$ cat src/hdl/boxavg_pkg.sv
`timescale 1ns / 1ps
// ----------------------------------------------------------------------------
// boxavg_pkg
// Shared types, constants and helpers for the box average decimator.
// ----------------------------------------------------------------------------
package boxavg_pkg;

    localparam int MAX_CHANNELS = 8;
    localparam int CH_W         = (MAX_CHANNELS > 1) ? $clog2(MAX_CHANNELS) : 1;
    localparam int SAMPLE_W     = 16;
    localparam int SUM_W        = SAMPLE_W + 2;
    localparam int OUT_CH_W     = 3;
    localparam int MODE_W       = 2;
    localparam int COUNT_W      = 4;
    localparam int CFG_IDX_W    = 2;
    localparam int CFG_DATA_W   = 4;
    localparam int PHASE_W      = 2;

    typedef enum logic [MODE_W-1:0] {
        MODE_PASS    = 2'd0,
        MODE_HALVE   = 2'd1,
        MODE_QUARTER = 2'd2
    } decim_mode_t;

    typedef enum logic [CFG_IDX_W-1:0] {
        REG_DECIM_MODE    = 2'd0,
        REG_CHANNEL_COUNT = 2'd1
    } cfg_reg_t;

    typedef struct packed {
        logic [MODE_W-1:0]  mode;
        logic [COUNT_W-1:0] count;
    } cfg_t;

    typedef struct packed {
        logic signed [SAMPLE_W-1:0] sample;
        logic [OUT_CH_W-1:0]        channel;
    } result_t;

    typedef struct packed {
        logic [CH_W-1:0]    pos;
        logic [PHASE_W-1:0] phase;
    } status_t;

    // Clamp the channel count into 1..MAX_CHANNELS.
    function automatic logic [COUNT_W-1:0] active_channels(input logic [COUNT_W-1:0] count);
        logic [COUNT_W-1:0] n;
        n = count;
        if (n == '0)
            n = COUNT_W'(1);
        if (32'(n) > MAX_CHANNELS)
            n = COUNT_W'(MAX_CHANNELS);
        return n;
    endfunction

    // Frame index of the last frame of a group.
    function automatic logic [PHASE_W-1:0] last_phase(input logic [MODE_W-1:0] mode);
        logic [PHASE_W-1:0] p;
        case (mode)
            MODE_HALVE:   p = PHASE_W'(1);
            MODE_QUARTER: p = PHASE_W'(3);
            default:      p = '0;
        endcase
        return p;
    endfunction

endpackage

$ cat src/hdl/box_average_decimator.sv
`timescale 1ns / 1ps
// ----------------------------------------------------------------------------
// box_average_decimator
// Boxcar averaging decimator by 1, 2 or 4 for interleaved 16-bit audio.
// ----------------------------------------------------------------------------
// Input words arrive on in_valid/in_ready, one signed sample per word, with
// channels interleaved frame by frame. Results leave on out_valid/out_ready
// with the channel index of each sample.
// In pass-through mode every word gives one result; in halve or quarter mode
// a result per channel appears when the last frame of a group of 2 or 4 is
// taken, carrying the floor of the group average.
// Throughput is one word per clock while the output buffer has room or the
// held word gives no result. Each word is held in the input register, and its
// result is then written into the output buffer, which drives out_valid.
// A two-word output buffer lets the block keep taking words while a result
// waits; once both entries are full, the receiver stalls and a word with a
// result due sits in the input register, in_ready drops.
// Reset empties the pipeline, sets mode to pass-through and the channel count
// to two. Writing either configuration register restarts grouping at the next
// word; write only while idle. Partial groups wait until complete or restarted.
// ----------------------------------------------------------------------------
module box_average_decimator (
    input  logic                                   clk,
    input  logic                                   rst_n,
    input  logic                                   cfg_write_en,
    input  logic [boxavg_pkg::CFG_IDX_W-1:0]       cfg_index,
    input  logic [boxavg_pkg::CFG_DATA_W-1:0]      cfg_data,
    input  logic                                   in_valid,
    output logic                                   in_ready,
    input  logic signed [boxavg_pkg::SAMPLE_W-1:0] sample,
    output logic                                   out_valid,
    input  logic                                   out_ready,
    output logic signed [boxavg_pkg::SAMPLE_W-1:0] out_sample,
    output logic [boxavg_pkg::OUT_CH_W-1:0]        out_channel
);
    import boxavg_pkg::*;

    cfg_t    cfg_reg;
    logic    cfg_clear;
    logic    buf_space;
    logic    push;
    result_t push_data;
    result_t out_data;
    status_t status;

    assign cfg_clear = cfg_write_en &&
                       (cfg_index == REG_DECIM_MODE || cfg_index == REG_CHANNEL_COUNT);

    always_ff @(posedge clk or negedge rst_n)
    begin
        if (!rst_n)
        begin
            cfg_reg.mode  <= MODE_PASS;
            cfg_reg.count <= COUNT_W'(2);
        end
        else if (cfg_write_en)
        begin
            case (cfg_index)
                REG_DECIM_MODE:    cfg_reg.mode  <= cfg_data[MODE_W-1:0];
                REG_CHANNEL_COUNT: cfg_reg.count <= cfg_data[COUNT_W-1:0];
                default:           cfg_reg       <= cfg_reg;
            endcase
        end
    end

    boxavg_core u_core (
        .clk       (clk),
        .rst_n     (rst_n),
        .cfg       (cfg_reg),
        .cfg_clear (cfg_clear),
        .in_valid  (in_valid),
        .in_ready  (in_ready),
        .sample    (sample),
        .buf_space (buf_space),
        .push      (push),
        .push_data (push_data),
        .status    (status)
    );

    boxavg_outbuf u_outbuf (
        .clk       (clk),
        .rst_n     (rst_n),
        .push      (push),
        .push_data (push_data),
        .space     (buf_space),
        .out_valid (out_valid),
        .out_ready (out_ready),
        .out_data  (out_data)
    );

    assign out_sample  = out_data.sample;
    assign out_channel = out_data.channel;

    // Core never pushes into a full buffer.
    assert property (@(posedge clk) disable iff (!rst_n) push |-> buf_space)
        else $error("result pushed into full output buffer");

    // Channel position stays inside the active channel count.
    assert property (@(posedge clk) disable iff (!rst_n)
        32'(status.pos) < 32'(active_channels(cfg_reg.count)))
        else $error("channel position out of range");

    // Frame phase never passes the last frame of the group.
    assert property (@(posedge clk) disable iff (!rst_n)
        status.phase <= last_phase(cfg_reg.mode))
        else $error("frame phase out of range");

    // A word with no buffer room and a result due is held, not lost.
    assert property (@(posedge clk) disable iff (!rst_n)
        (!buf_space && !in_ready) |=> !in_ready || $past(out_ready))
        else $error("input taken while stalled");

endmodule

$ cat src/hdl/boxavg_core.sv
`timescale 1ns / 1ps
// ----------------------------------------------------------------------------
// boxavg_core
// Input register, channel/frame sequencing, per-channel accumulators and
// the average computation feeding the output buffer.
// ----------------------------------------------------------------------------
module boxavg_core (
    input  logic                                 clk,
    input  logic                                 rst_n,
    input  boxavg_pkg::cfg_t                     cfg,
    input  logic                                 cfg_clear,
    input  logic                                 in_valid,
    output logic                                 in_ready,
    input  logic signed [boxavg_pkg::SAMPLE_W-1:0] sample,
    input  logic                                 buf_space,
    output logic                                 push,
    output boxavg_pkg::result_t                  push_data,
    output boxavg_pkg::status_t                  status
);
    import boxavg_pkg::*;

    logic                       s1_valid_reg;
    logic signed [SAMPLE_W-1:0] s1_sample_reg;
    logic [CH_W-1:0]            pos_reg;
    logic [CH_W-1:0]            pos_next;
    logic [PHASE_W-1:0]         phase_reg;
    logic [PHASE_W-1:0]         phase_next;
    logic signed [SUM_W-1:0]    sums_reg [MAX_CHANNELS];

    logic [COUNT_W-1:0]         nch;
    logic [CH_W-1:0]            ch;
    logic [PHASE_W-1:0]         last;
    logic                       accumulate;
    logic signed [SUM_W-1:0]    sum_next;
    logic signed [SUM_W-1:0]    avg;
    logic                       produce;
    logic                       advance;
    logic [COUNT_W:0]           ch_inc;

    always_comb
    begin
        nch        = active_channels(cfg.count);
        ch         = (32'(pos_reg) >= 32'(nch)) ? '0 : pos_reg;
        last       = last_phase(cfg.mode);
        accumulate = (last != '0);
        sum_next   = (phase_reg == '0) ? SUM_W'(s1_sample_reg)
                                       : sums_reg[ch] + SUM_W'(s1_sample_reg);
        case (cfg.mode)
            MODE_HALVE:   avg = sum_next >>> 1;
            MODE_QUARTER: avg = sum_next >>> 2;
            default:      avg = SUM_W'(s1_sample_reg);
        endcase
        produce = !accumulate || (phase_reg == last);

        // Hold the word while the buffer is full; words that give no result still advance.
        advance  = s1_valid_reg && (buf_space || !produce);
        in_ready = !s1_valid_reg || advance;

        push              = advance && produce;
        push_data.sample  = avg[SAMPLE_W-1:0];
        push_data.channel = OUT_CH_W'(ch);

        ch_inc     = (COUNT_W + 1)'(ch) + (COUNT_W + 1)'(1);
        pos_next   = pos_reg;
        phase_next = phase_reg;
        if (advance)
        begin
            if (!accumulate)
                phase_next = '0;
            if (ch_inc >= (COUNT_W + 1)'(nch))
            begin
                pos_next = '0;
                if (accumulate)
                    phase_next = (phase_reg == last) ? '0 : phase_reg + PHASE_W'(1);
            end
            else
            begin
                pos_next = CH_W'(ch_inc);
            end
        end
        if (cfg_clear)
        begin
            pos_next   = '0;
            phase_next = '0;
        end

        status.pos   = pos_reg;
        status.phase = phase_reg;
    end

    always_ff @(posedge clk or negedge rst_n)
    begin
        if (!rst_n)
        begin
            s1_valid_reg <= 1'b0;
            pos_reg      <= '0;
            phase_reg    <= '0;
        end
        else
        begin
            s1_valid_reg <= (in_valid && in_ready) || (s1_valid_reg && !advance);
            pos_reg      <= pos_next;
            phase_reg    <= phase_next;
        end
    end

    always_ff @(posedge clk)
    begin
        if (in_valid && in_ready)
            s1_sample_reg <= sample;
        if (advance && accumulate)
            sums_reg[ch] <= sum_next;
    end

endmodule

$ cat src/hdl/boxavg_outbuf.sv
`timescale 1ns / 1ps
// ----------------------------------------------------------------------------
// boxavg_outbuf
// Two-word output buffer that decouples the result side from the input side.
// ----------------------------------------------------------------------------
module boxavg_outbuf (
    input  logic                clk,
    input  logic                rst_n,
    input  logic                push,
    input  boxavg_pkg::result_t push_data,
    output logic                space,
    output logic                out_valid,
    input  logic                out_ready,
    output boxavg_pkg::result_t out_data
);
    import boxavg_pkg::*;

    result_t    mem_reg [2];
    logic       wr_ptr_reg;
    logic       rd_ptr_reg;
    logic [1:0] count_reg;
    logic       pop;

    assign space     = (count_reg != 2'd2);
    assign out_valid = (count_reg != 2'd0);
    assign out_data  = mem_reg[rd_ptr_reg];
    assign pop       = out_valid && out_ready;

    always_ff @(posedge clk or negedge rst_n)
    begin
        if (!rst_n)
        begin
            wr_ptr_reg <= 1'b0;
            rd_ptr_reg <= 1'b0;
            count_reg  <= 2'd0;
        end
        else
        begin
            if (push)
                wr_ptr_reg <= !wr_ptr_reg;
            if (pop)
                rd_ptr_reg <= !rd_ptr_reg;
            if (push && !pop)
                count_reg <= count_reg + 2'd1;
            else if (pop && !push)
                count_reg <= count_reg - 2'd1;
        end
    end

    always_ff @(posedge clk)
    begin
        if (push)
            mem_reg[wr_ptr_reg] <= push_data;
    end

endmodule

$ cat config.mk
export PLATFORM = sky130hd
export DESIGN_NAME = box_average_decimator
export DESIGN_NICKNAME = d
export VERILOG_FILES = /design/src/hdl/boxavg_pkg.sv /design/src/hdl/box_average_decimator.sv /design/src/hdl/boxavg_core.sv /design/src/hdl/boxavg_outbuf.sv
export SDC_FILE = /design/constraint.sdc
export NUM_CORES = 1
export LEC_CHECK = 0
export BUFFER_PORTS_ARGS = -buffer_cell sky130_fd_sc_hd__buf_2
export CAP_MARGIN = 30
export CORE_ASPECT_RATIO = 0.9
export CORE_MARGIN = 10
export CORE_UTILIZATION = 50
export CTS_BUF_LIST = sky130_fd_sc_hd__clkbuf_4 sky130_fd_sc_hd__clkbuf_8
export CTS_CLUSTER_SIZE = 40
export DETAILED_ROUTE_END_ITERATION = 8
export GPL_TIMING_DRIVEN = 0
export PLACE_DENSITY = 0.67
export RECOVER_POWER = 50
export SETUP_SLACK_MARGIN = 0.2
export SLEW_MARGIN = 10
export SYNTH_ARGS = -nofsm -noshare
export SYNTH_HDL_FRONTEND = slang
export SYNTH_HIERARCHICAL = 1
export SYNTH_SLANG_ARGS = --single-unit
$ cat constraint.sdc
create_clock -name clk -period 8.55 [get_ports clk]
set_input_delay 0.855 -clock clk [delete_from_list [all_inputs] [get_ports clk]]
set_output_delay 0.855 -clock clk [all_outputs]
set_load 0.005 [all_outputs]
# After elaboration in Yosys (flattened, before gate mapping)
# Memory sizes are Yosys's and may differ from the RTL's.
# Index checks and enable logic that the tools add are counted.
classes:
  eq_ne: 5
  n_addsub: 5
  n_reduce_logical: 31
  mux: 21
  magnitude_cmp: 3
ops:
  columns: ["op", "n"]
  rows:
  - ["16-bit one-hot mux with 2 select lines", 1]
  - ["18-bit by 16-bit adder with 18-bit output", 1]
  - ["18-bit 2-to-1 mux", 1]
  - ["2-bit 2-to-1 mux", 8]
  - ["3-bit 2-to-1 mux", 4]
  - ["1-bit logical AND", 9]
  - ["1-bit logical NOT", 8]
  - ["4-bit 2-to-1 mux", 2]
  - ["2-bit nonzero test", 4]
  - ["5-bit by 4-bit >= comparator with 1-bit output", 1]
  - ["1-bit logical OR", 5]
  - ["2-bit by 1-bit adder with 2-bit output (second input constant)", 2]
  - ["3-bit by 1-bit adder with 4-bit output (second input constant)", 1]
  - ["2-bit by 1-bit == test with 1-bit output (second input constant)", 2]
  - ["3-bit by 4-bit >= comparator with 1-bit output", 1]
  - ["4-bit > comparator (second input constant)", 1]
  - ["2-bit logical NOT", 2]
  - ["4-bit logical NOT", 1]
  - ["1-bit 2-to-1 mux", 4]
  - ["2-bit one-hot mux with 2 select lines", 1]
  - ["2-bit AND reduction", 2]
  - ["2-bit == test", 1]
  - ["2-bit == test (second input constant)", 1]
  - ["2-bit inequality test (second input constant)", 1]
  - ["2-bit by 1-bit subtractor with 2-bit output (second input constant)", 1]
totals:
  inputBits: 27
  mem_bits_rw: 182
  elab_cells: 76
  output_inout_bits: 21
  memories: 2
  regBits: 32
mem_list:
  columns: ["name", "words", "width", "read_ports", "rd_ports_with_merged_regs", "write_ports", "line", "text"]
  rows:
  - ["u_core.sums_reg", 8, 18, 1, 0, 1, "boxavg_core.sv:28", "logic signed [SUM_W-1:0] sums_reg [MAX_CHANNELS];"]
  - ["u_outbuf.mem_reg", 2, 19, 1, 0, 1, "boxavg_outbuf.sv:18", "result_t mem_reg [2];"]

# Longest topological paths before layout
# Gate-level depths: netlist (run 1).
depth:
  ltp_word: 13
  ltp_mapped: 25

# By module
# The synthesis (run 1) kept the hierarchy.
by_module_without_submodules:
  columns: ["mod", "instances", "area_each_um2", "seq_area_each_um2", "cells_each"]
  rows:
  - ["boxavg_core", 1, 8031.5, 4954.8, 633]
  - ["boxavg_outbuf", 1, 1576.5, 1241.2, 75]
  - ["box_average_decimator", 1, 257.7, 151.4, 15]

# Least setup slack after synthesis (run 1)
# OpenSTA, ideal clock, no wires.
synth_timing:
  path_kind: "register -> register"
  from: "register u_core.pos_reg[0]"
  to: "memory u_outbuf/mem_reg[0][15] (netlist bit), data pin"
  t_required_ns: 8.392
  t_arrival_ns: 4.703
  stages_incl_launch_ff: 25
  slack_ns: 3.689
  period_less_slack_ns: 4.861
  path_cell_list: "dfrtp_1 -> buf_6 -> inv_4 -> clkbuf_1 -> ha_1 -> nand2b_4 -> a21o_1 -> a21oi_2 -> nor2_1 -> or3b_2 -> buf_2 -> buf_2 -> o22ai_1 -> nand2_1 -> o311a_1 -> ha_1 -> a21oi_1 -> o211ai_1 -> o311a_1 -> a21oi_1 -> a21oi_1 -> xnor2_1 -> o21ai_0 -> a221oi_1 -> a21oi_1"
synth_rtl:
  columns: ["item", "line", "text"]
  rows:
  - ["start, declared", "boxavg_core.sv:24", "logic [CH_W-1:0] pos_reg;"]
  - ["start signal, assigned", "boxavg_core.sv:102", "pos_reg <= pos_next;"]
  - ["end, declared", "boxavg_outbuf.sv:18", null]

==> impl_metrics.tcl, run 1 <==
set metrics [dict create \
    antenna_left 0 \
    crit_path_end_kind "register" \
    yosysTopAreaCell "edfxtp_1" \
    layout.nets 890 \
    max_freq_mhz 145.2 \
    fin_crit_ns 6.886 \
    grt_first_pass_wirelength_mm 37.74 \
    p_leak_nw 3.948 \
    swShare_pct 38.65 \
    die-height_microns 153.3 \
    vias 6621 \
    worstPathMaxFanout 13 \
    comb_power_share_pct 43.3 \
    clock_latency_ns 0.52 \
    ys_warn_count 6 \
    top_usage_layer "met2" \
    power_frac_seq_pct 36.6 \
    ctsHoldBuffers 0 \
    grt_pass1_vias 6661 \
    grt_max_degree 20 \
    route.detailed.drc 0 \
    numCtsBuffers 36 \
    overflow 0 \
    largest_reg_flops 144 \
    period_share_pct 80.54 \
    tightestPinTransition_ns 1.299 \
    post-route-util_pct 57.66 \
    dieWidth_microns 168.1 \
    p_int_w 0.002682 \
    ir_drop_mv 0.2249 \
    start_util_pct 51.17 \
    dp_hpwl_mm 17.83 \
    p_sw_w 0.001690 \
    netlist.area_leader.share_pct 60.27 \
    grt_use_met3_pct 4.409 \
    reg2regPathDepth 22 \
    syn_area_per_cell_sq_um 13.65 \
    row_count 48 \
    timing.rr.start "u_core/pos_reg[0]$_DFFE_PN0P_" \
    crit_type "reg -> reg" \
    finalHoldViolCount 0 \
    ctsResizeCount 0 \
    fin_ws_ns 1.664 \
    power_density_nw_per_um2 393.3 \
    r2r_setup_slack_ns 1.66 \
    place.gp.congestion 0.8933 \
    endpoint "u_outbuf/mem_reg[1][17]$_DFFE_PP_" \
    ys_ff_latch 214 \
    track_usage_pct 18.48 \
    regToRegEndpoint "u_outbuf/mem_reg[1][17]$_DFFE_PP_" \
    diodes 0 \
    multi_input_area_sq_um 3154 \
    dp_slack_ns 2.396 \
    ff_latch_area_sq_um 6347 \
    crit_start "u_core/pos_reg[0]$_DFFE_PN0P_" \
    fp.dieArea_sq_um 25760 \
    use_met2_pct 28.98 \
    synth_area_leaders "edfxtp_1 (60%), dfrtp_1 (3.8%), ha_1 (3.8%)" \
    core_sq_um 19280 \
    area_growth_syn_to_layout_pct 12.68 \
    via_per_inst 5.992 \
    routedWlPerCell_microns 22.23 \
    ys_seq_area_share_pct 64.34 \
    crit_path_start_kind "register" \
    clock-sinks 214 \
    ys.flop_type "edfxtp_1" \
    yosysUniqueCellTypes 71 \
    wl_mm 24.57 \
    synth_fp_nets 781 \
    drtIter0Drc 657 \
    hold_path_class "in -> async" \
    fin_skew_ns 0.02005 \
    antenna_found_initial 0 \
    port_buffers 47 \
    grt_setup_unrepaired "false" \
    ios 48 \
    syn_area_sq_um 9866 \
    required_ns 8.79 \
    cts_tree "done" \
    root_buffer "clkbuf_8" \
    async_flop_share_pct 7.477 \
    grt_use_met1_pct 24.98 \
    cts_setup_buffers 0 \
    fin_setup_tns_ns 0 \
    path_clk_slew_ns 0.06 \
    finalSetupViolCount 0 \
    pwr-share-clk_pct 20.0 \
    status "finished clean" \
    arrival_ns 7.12 \
    synthCells 723 \
    clk_path_buf_depth 3 \
    firstDrtPassIters 5 \
    htreeDepth 2 \
    drv_cap 0 \
    relSlewSlack_pct 13.38 \
    drive_above_1_share_pct 17.54 \
    fillers 1545 \
    synth_edf_count 198 \
    slew_violations 0 \
]
==> power by group through the flow <==
stage	clock network (W)	logic, W	registers, W
2_1_floorplan	0	0.00130	0.00160
3_3_place_gp	0	0.00179	0.00162
3_5_place_dp	0	0.00191	0.00162
4_1_cts	0.000891	0.00192	0.00160
5_1_grt	0.000938	0.00206	0.00162
6_report	0.000876	0.00189	0.00160
==> layout make-up <==
type | count | area share [%]
clock inverters | 14 | 0.8441
plain buffers | 38 | 1.677
inverters | 23 | 0.7991
flip-flops and latches | 214 | 57.10
multi-input cells | 448 | 28.37
clock buffers | 47 | 5.312
repair buffers | 71 | 3.084
well taps | 250 | 2.814
==> worst max-delay path, stage by stage, from the launching register on <==
cell and delay [ns]:
dfrtp_1 0.33, clkbuf_1 0.63, inv_4 0.06, clkbuf_1 0.32, ha_1 0.37, nand2b_1 0.17, a2111oi_0 0.66, a211oi_2 0.12
buf_6 0.21, clkinv_1 0.22, clkbuf_1 0.59, a21oi_1 0.17, ha_1 0.31, inv_1 0.09, fa_1 0.21, nor2b_1 0.08
o31ai_2 0.32, a211oi_1 0.17, a211oi_1 0.46, nor4_1 0.11, nand4b_1 0.49, a221oi_1 0.39, a21oi_1 0.10
==> cell usage after synthesis, types with 14 or more instances <==
| cell type | n |
|---|---|
| mux2i_1 | 20 |
| inv_1 | 21 |
| ha_1 | 30 |
| a22oi_1 | 19 |
| a21oi_1 | 34 |
| nand2_1 | 65 |
| o22ai_1 | 14 |
| mux2_2 | 31 |
| o21ai_0 | 30 |
| clkbuf_1 | 21 |
| a31oi_1 | 14 |
| nor2_1 | 58 |
| edfxtp_1 | 198 |
| dfrtp_1 | 15 |
==> metrics by stage <==
step	hold slack [ns]	std cells	cell area [sq um]	power (W)
finish	0.4264	1105	11120	0.004372
global route	0.4740	1105	11120	0.004611
CTS	0.2301	1102	11300	0.004411
detailed placement	0.4910	1041	10610	0.003531
global placement	0.4715	1020	10410	0.003414
floorplan	0.4555	723	9866	0.002904
==> cells in the final DEF, fill, tap and decap left out, types with 19 or more instances in the layout <==
cell / count
clkbuf_8: 38
edfxtp_1: 198
inv_1: 21
mux2i_1: 20
clkbuf_1: 60
nand2_1: 65
o21ai_0: 30
nor2_1: 58
ha_1: 30
a21oi_1: 35
a22oi_1: 19
mux2_2: 30
buf_2: 38
==> layer usage <==
layer  wire, microns  up-vias
met2           11510      312
met3            1952       44
met4             458        0
met1           10650     3276
met5               0        -
li1                -     2989
==> worst min path at each step <==
stage	cells past startpoint	from	endpoint	slack [ns]
6_report	1	rst_n	u_core/pos_reg[2]$_DFFE_PN0P_	0.43
3_5_place_dp	1	u_outbuf/count_reg[1]$_DFFE_PN0P_	u_outbuf/count_reg[1]$_DFFE_PN0P_	0.49
5_1_grt	1	rst_n	u_outbuf/rd_ptr_reg$_DFFE_PN0P_	0.47
2_1_floorplan	1	u_outbuf/wr_ptr_reg$_DFFE_PN0P_	u_outbuf/wr_ptr_reg$_DFFE_PN0P_	0.46
3_3_place_gp	1	u_outbuf/wr_ptr_reg$_DFFE_PN0P_	u_outbuf/wr_ptr_reg$_DFFE_PN0P_	0.47
4_1_cts	1	rst_n	u_outbuf/rd_ptr_reg$_DFFE_PN0P_	0.23
==> logic make-up after synthesis <==
kind of cell / share of synthesized area, %
and+or+nand+nor: 8.104
buffers and inverters: 3.069
DFF: 64.34
muxes: 6.747
AOI/OAI and AO/OA: 11.96
xor gates and xnor gates: 1.775
adders and majority gates: 4.008
(Power assumes the default switching activity.)
==> run 2, diff against run 1 <==
PLACE_DENSITY = 0.7   (was 0.67)
clock period = 6.13 ns   (was 8.55 ns; I/O delays follow)
==> impl_metrics.tcl, run 2 (synthesis results as in run 1) <==
set metrics [dict create \
    row_count 48 \
    numCtsBuffers 35 \
    fin_setup_tns_ns 0 \
    ios 48 \
    dp.cells 1039 \
    start_util_pct 51.17 \
    fillers 1557 \
    dp_hpwl_mm 17.73 \
    ir_drop_mv 0.2731 \
    grt_use_met3_pct 4.332 \
    largest_reg_flops 144 \
    path_clk_slew_ns 0.06 \
    clock-sinks 214 \
    wl_mm 24.73 \
    timing.hold.ws_ns 0.2649 \
    top_usage_layer "met2" \
    route.detailed.drc 0 \
    clock_latency_ns 0.53 \
    power_w 0.006133 \
    final_cell_mix "edfxtp_1 (198), nand2_1 (65), clkbuf_1 (57), nor2_1 (57), clkbuf_8 (37)" \
    hold_path_class "in -> reg" \
    vias 6600 \
    slew_violations 0 \
    use_met2_pct 29.07 \
    diodes 0 \
    arrival_ns 6.04 \
    firstDrtPassIters 7 \
    final_cells 1110 \
    crit_path_start_kind "register" \
    drtIter0Drc 688 \
    p_leak_nw 3.984 \
    routedWlPerCell_microns 22.28 \
    grt_first_pass_wirelength_mm 37.63 \
    status "finished clean" \
    required_ns 6.40 \
    root_buffer "clkbuf_8" \
    antenna_found_initial 0 \
    grt_use_met1_pct 24.72 \
    fp.dieArea_sq_um 25760 \
    drv_cap 0 \
    crit_type "reg -> reg" \
    track_usage_pct 18.46 \
    layout.nets 891 \
    final_common_cell "edfxtp_1" \
    worstPathMaxFanout 10 \
    grt_pass1_vias 6688 \
    dpl_cell_area_sq_um 10620 \
    crit_path_end_kind "register" \
    grt_setup_unrepaired "false" \
    period_share_pct 94.15 \
    cts_tree "done" \
    relSlewSlack_pct 10.30 \
    overflow 0 \
    r2r_setup_slack_ns 0.36 \
    max_freq_mhz 173.3 \
    area_growth_syn_to_layout_pct 13.40 \
    finalHoldViolCount 0 \
    htreeDepth 2 \
    fin_area_sq_um 11190 \
    fin_crit_ns 5.772 \
    finalSetupViolCount 0 \
    via_per_inst 5.946 \
    port_buffers 47 \
    clk_path_buf_depth 3 \
    antenna_left 0 \
    drive_above_1_share_pct 19.30 \
    die-height_microns 153.3 \
    dieWidth_microns 168.1 \
    tightestPinTransition_ns 1.331 \
    power_density_nw_per_um2 548.1 \
    core_sq_um 19280 \
    place.gp.congestion 0.9150 \
    fin_skew_ns 0.02731 \
    grt_max_degree 20 \
]
-- run 2: through the flow --
| stage | util, % | setup WS [ns] |
|---|---|---|
| floorplan | - | 1.269 |
| CTS | 58.63 | 0.2946 |
| finish | 58.03 | 0.3584 |
| global route | 58.03 | 0.09468 |
| detailed placement | 55.10 | -0.1057 |
| global placement | 54.02 | -0.4456 |
-- run 2: final timing paths --
| check | cells past startpoint | end | start |
|---|---|---|---|
| hold reg to reg | 1 | u_outbuf/wr_ptr_reg$_DFFE_PN0P_ | u_outbuf/wr_ptr_reg$_DFFE_PN0P_ |
| min in group asynchronous | 2 | u_core/pos_reg[1]$_DFFE_PN0P_ | rst_n |
| max in group asynchronous | 2 | cfg_reg[2]$_DFFE_PN0P_ | rst_n |
| hold / removal | 1 | u_core/s1_sample_reg[5]$_DFFE_PP_ | sample[5] |
| setup reg to reg | 24 | u_core/sums_reg[2][17]$_DFFE_PP_ | u_core/pos_reg[0]$_DFFE_PN0P_ |
| setup / recovery | 24 | u_core/sums_reg[2][17]$_DFFE_PP_ | u_core/pos_reg[0]$_DFFE_PN0P_ |
-- run 2: repair_timing --
action,CTS,global route
setup endpoints to repair,20,26
hold buffers,1,0
pin swaps,0,1
endpoints found under the hold margin,15,0
resized for setup,4,12
buffers inserted,0,4
-- run 2: layout make-up --
class / instances / area (sq um) / share of cell area, %
clock inverter: 19 / 86.33 / 0.7716
buffer: 38 / 203.9 / 1.823
multi-input combinational: 448 / 3232 / 28.89
inverter: 23 / 88.84 / 0.7940
clock buffer: 45 / 569.3 / 5.088
timing repair buffer: 73 / 347.8 / 3.109
tap: 250 / 312.8 / 2.796
sequential: 214 / 6347 / 56.73
-- run 2: power by group --
part	switching (W)	internal (W)
clock network	0.000555	0.000611
registers	0.0000797	0.00216
logic	0.00177	0.000966
-- run 2: worst max-delay path, cell delays in order (launching register included) --
cell and delay (ns):
dfrtp_1 0.34, buf_6 0.18, inv_4 0.06, clkbuf_4 0.20, ha_1 0.31, nand2b_4 0.15, a21o_1 0.18, a21oi_2 0.21
nor2_1 0.08, or3b_2 0.44, buf_2 0.20, clkbuf_1 0.33, o22ai_1 0.30, a31oi_1 0.10, ha_1 0.30, a211oi_1 0.29
o21ai_2 0.15, o2111ai_2 0.25, o211a_1 0.31, o21ai_1 0.14, a221oi_2 0.26, xor2_1 0.28, nor2_1 0.11, xor2_2 0.17
buf_4 0.17
-- run 2: metal layers --
layer  share of wire (%)  wire length, microns  vias to the layer above
met4                 1.9                   482                        0
met2                  47                 11580                      299
li1                    -                     -                     2994
met3                 8.3                  2055                       49
met1                  43                 10610                     3258
met5                   0                     0                        -
==> run 3, diff against run 2 <==
CORE_UTILIZATION = 45   (was 50)
PLACE_DENSITY = unset   (was 0.7)
SETUP_SLACK_MARGIN = 0.1   (was 0.2)
==> impl_metrics.tcl, run 3 (synthesis results as in run 1) <==
set metrics [dict create \
    required_ns 6.38 \
    dp_slack_ns -0.3217 \
    path_clk_slew_ns 0.05 \
    track_usage_pct 17.72 \
    via_per_inst 5.727 \
    drive_above_1_share_pct 20.61 \
    arrival_ns 5.97 \
    drv_cap 1 \
    diodes 0 \
    clock_latency_ns 0.54 \
    die-height_microns 160.5 \
    reg2regPathDepth 23 \
    cts_tree "done" \
    relSlewSlack_pct -16.11 \
    grt_pass1_vias 6602 \
    overflow 0 \
    layout.nets 892 \
    wl_mm 25.63 \
    fp.dieArea_sq_um 28250 \
    tightestPinTransition_ns 1.726 \
    drtIter0Drc 612 \
    finalHoldViolCount 0 \
    clock-sinks 214 \
    crit_path_end_kind "register" \
    timing.hold.ws_ns 0.2596 \
    dieWidth_microns 176.1 \
    row_count 51 \
    ir_drop_mv 0.2734 \
    start_util_pct 45.61 \
    hp-start "sample[0]" \
    vias 6586 \
    final_cells 1150 \
    core_sq_um 21630 \
    route.detailed.drc 0 \
    fin_crit_ns 5.724 \
    grt_setup_unrepaired "false" \
    routedWlPerCell_microns 22.29 \
    fin_ws_ns 0.4059 \
    area_growth_syn_to_layout_pct 14.66 \
    max_freq_mhz 174.7 \
    firstDrtPassIters 5 \
    p_leak_nw 4.034 \
    dp.cells 1079 \
    violations "capacitance limit, slew limit" \
    crit_path_start_kind "register" \
    status "finished, violations left" \
    antenna_left 0 \
    largest_reg_flops 144 \
    power_density_nw_per_um2 550.1 \
    ios 48 \
    grt_max_degree 20 \
    dp_hpwl_mm 18.33 \
    grt_first_pass_wirelength_mm 38.61 \
    place.gp.congestion 0.8284 \
    post-route-util_pct 52.29 \
    regToRegEndpoint "u_outbuf/mem_reg[1][12]$_DFFE_PP_" \
    final_common_cell "edfxtp_1" \
    crit_type "reg -> reg" \
    slew_violations 7 \
    clk_path_buf_depth 3 \
    hold_depth 1 \
    finalSetupViolCount 0 \
    htreeDepth 2 \
    hold_path_class "in -> reg" \
    period_share_pct 93.38 \
    timing.rr.start "u_core/pos_reg[0]$_DFFE_PN0P_" \
    antenna_found_initial 0 \
    fin_skew_ns 0.01840 \
    final_cell_mix "edfxtp_1 (198), nand2_1 (65), nor2_1 (57)" \
    numCtsBuffers 36 \
    holdPathEnd "u_core/s1_sample_reg[0]$_DFFE_PP_" \
    port_buffers 47 \
    root_buffer "clkbuf_8" \
    worstPathMaxFanout 13 \
    r2r_setup_slack_ns 0.41 \
]
[run 3: what timing repair did]
| action | CTS | global route |
|---|---|---|
| endpoints found under the hold margin | 15 | 0 |
| hold buffers | 1 | 0 |
| gates cloned | 0 | 0 |
| pin swaps | 1 | 0 |
| resized for setup | 6 | 8 |
| setup endpoints to repair | 52 | 29 |
| setup buffers | 2 | 2 |
[run 3: power breakdown]
part / total (W) / internal (W) / switching (W)
Sequential: 0.00224 / 0.00216 / 0.0000802
Combinational: 0.00275 / 0.000967 / 0.00178
Clock: 0.00124 / 0.000676 / 0.000560
[run 3: layout make-up]
| class | instances | area (sq um) |
|---|---|---|
| Buffer | 38 | 201.4 |
| Clock buffer | 49 | 599.3 |
| Clock inverter | 14 | 92.59 |
| Fill cell | 1852 | 10320 |
| Inverter | 23 | 92.59 |
| Multi-Input combinational cell | 448 | 3229 |
| Sequential cell | 214 | 6347 |
| Tap cell | 291 | 364.1 |
| Timing Repair Buffer | 73 | 385.4 |
[run 3: worst max-delay path, cell delays in order (launching register included)]
cell	delay [ns]
dfrtp_1	0.35
buf_6	0.17
inv_4	0.04
clkbuf_2	0.23
ha_1	0.35
nand2b_4	0.11
a2111oi_0	0.11
a211oi_2	0.32
buf_6	0.23
clkinvlp_4	0.27
buf_2	0.36
a21oi_1	0.25
ha_1	0.23
inv_1	0.06
fa_1	0.40
nor2b_1	0.21
o31ai_2	0.14
a21oi_1	0.35
o21ai_0	0.17
a21oi_1	0.21
mux2i_1	0.32
nor2_4	0.13
a221oi_1	0.33
a21oi_1	0.10
[run 3: metal layers]
metal  GRT usage, %  vias up  part of all wire, %
li1               -     3003                    -
met3          4.665       46                  7.7
met1          24.11     3282                   45
met2          27.13      255                   46
met4          5.506        0                  2.0
met5              0        -                    0
[run 3: worst max-delay path by stage]
stage,endpoint,start,slack [ns],cells past startpoint
2_1_floorplan,u_outbuf/mem_reg[0][15]$_DFFE_PP_,u_core/pos_reg[0]$_DFFE_PN0P_,1.27,24
3_3_place_gp,u_core/sums_reg[4][3]$_DFFE_PP_,u_core/pos_reg[0]$_DFFE_PN0P_,-0.61,12
3_5_place_dp,u_outbuf/mem_reg[1][17]$_DFFE_PP_,u_core/pos_reg[0]$_DFFE_PN0P_,-0.32,22
4_1_cts,u_core/sums_reg[6][17]$_DFFE_PP_,u_core/pos_reg[0]$_DFFE_PN0P_,0.24,25
5_1_grt,u_outbuf/mem_reg[1][12]$_DFFE_PP_,u_core/pos_reg[0]$_DFFE_PN0P_,0.1,23
6_report,u_outbuf/mem_reg[1][12]$_DFFE_PP_,u_core/pos_reg[0]$_DFFE_PN0P_,0.41,23
[run 3: per-stage QoR]
stage / TNS, ns / cell area [sq um] / total power (W)
2_1_floorplan: 0 / 9866 / 0.004050
3_3_place_gp: -25.84 / 10470 / 0.004791
3_5_place_dp: -4.057 / 10680 / 0.004944
4_1_cts: 0 / 11420 / 0.006225
5_1_grt: 0 / 11310 / 0.006571
6_report: 0 / 11310 / 0.006223
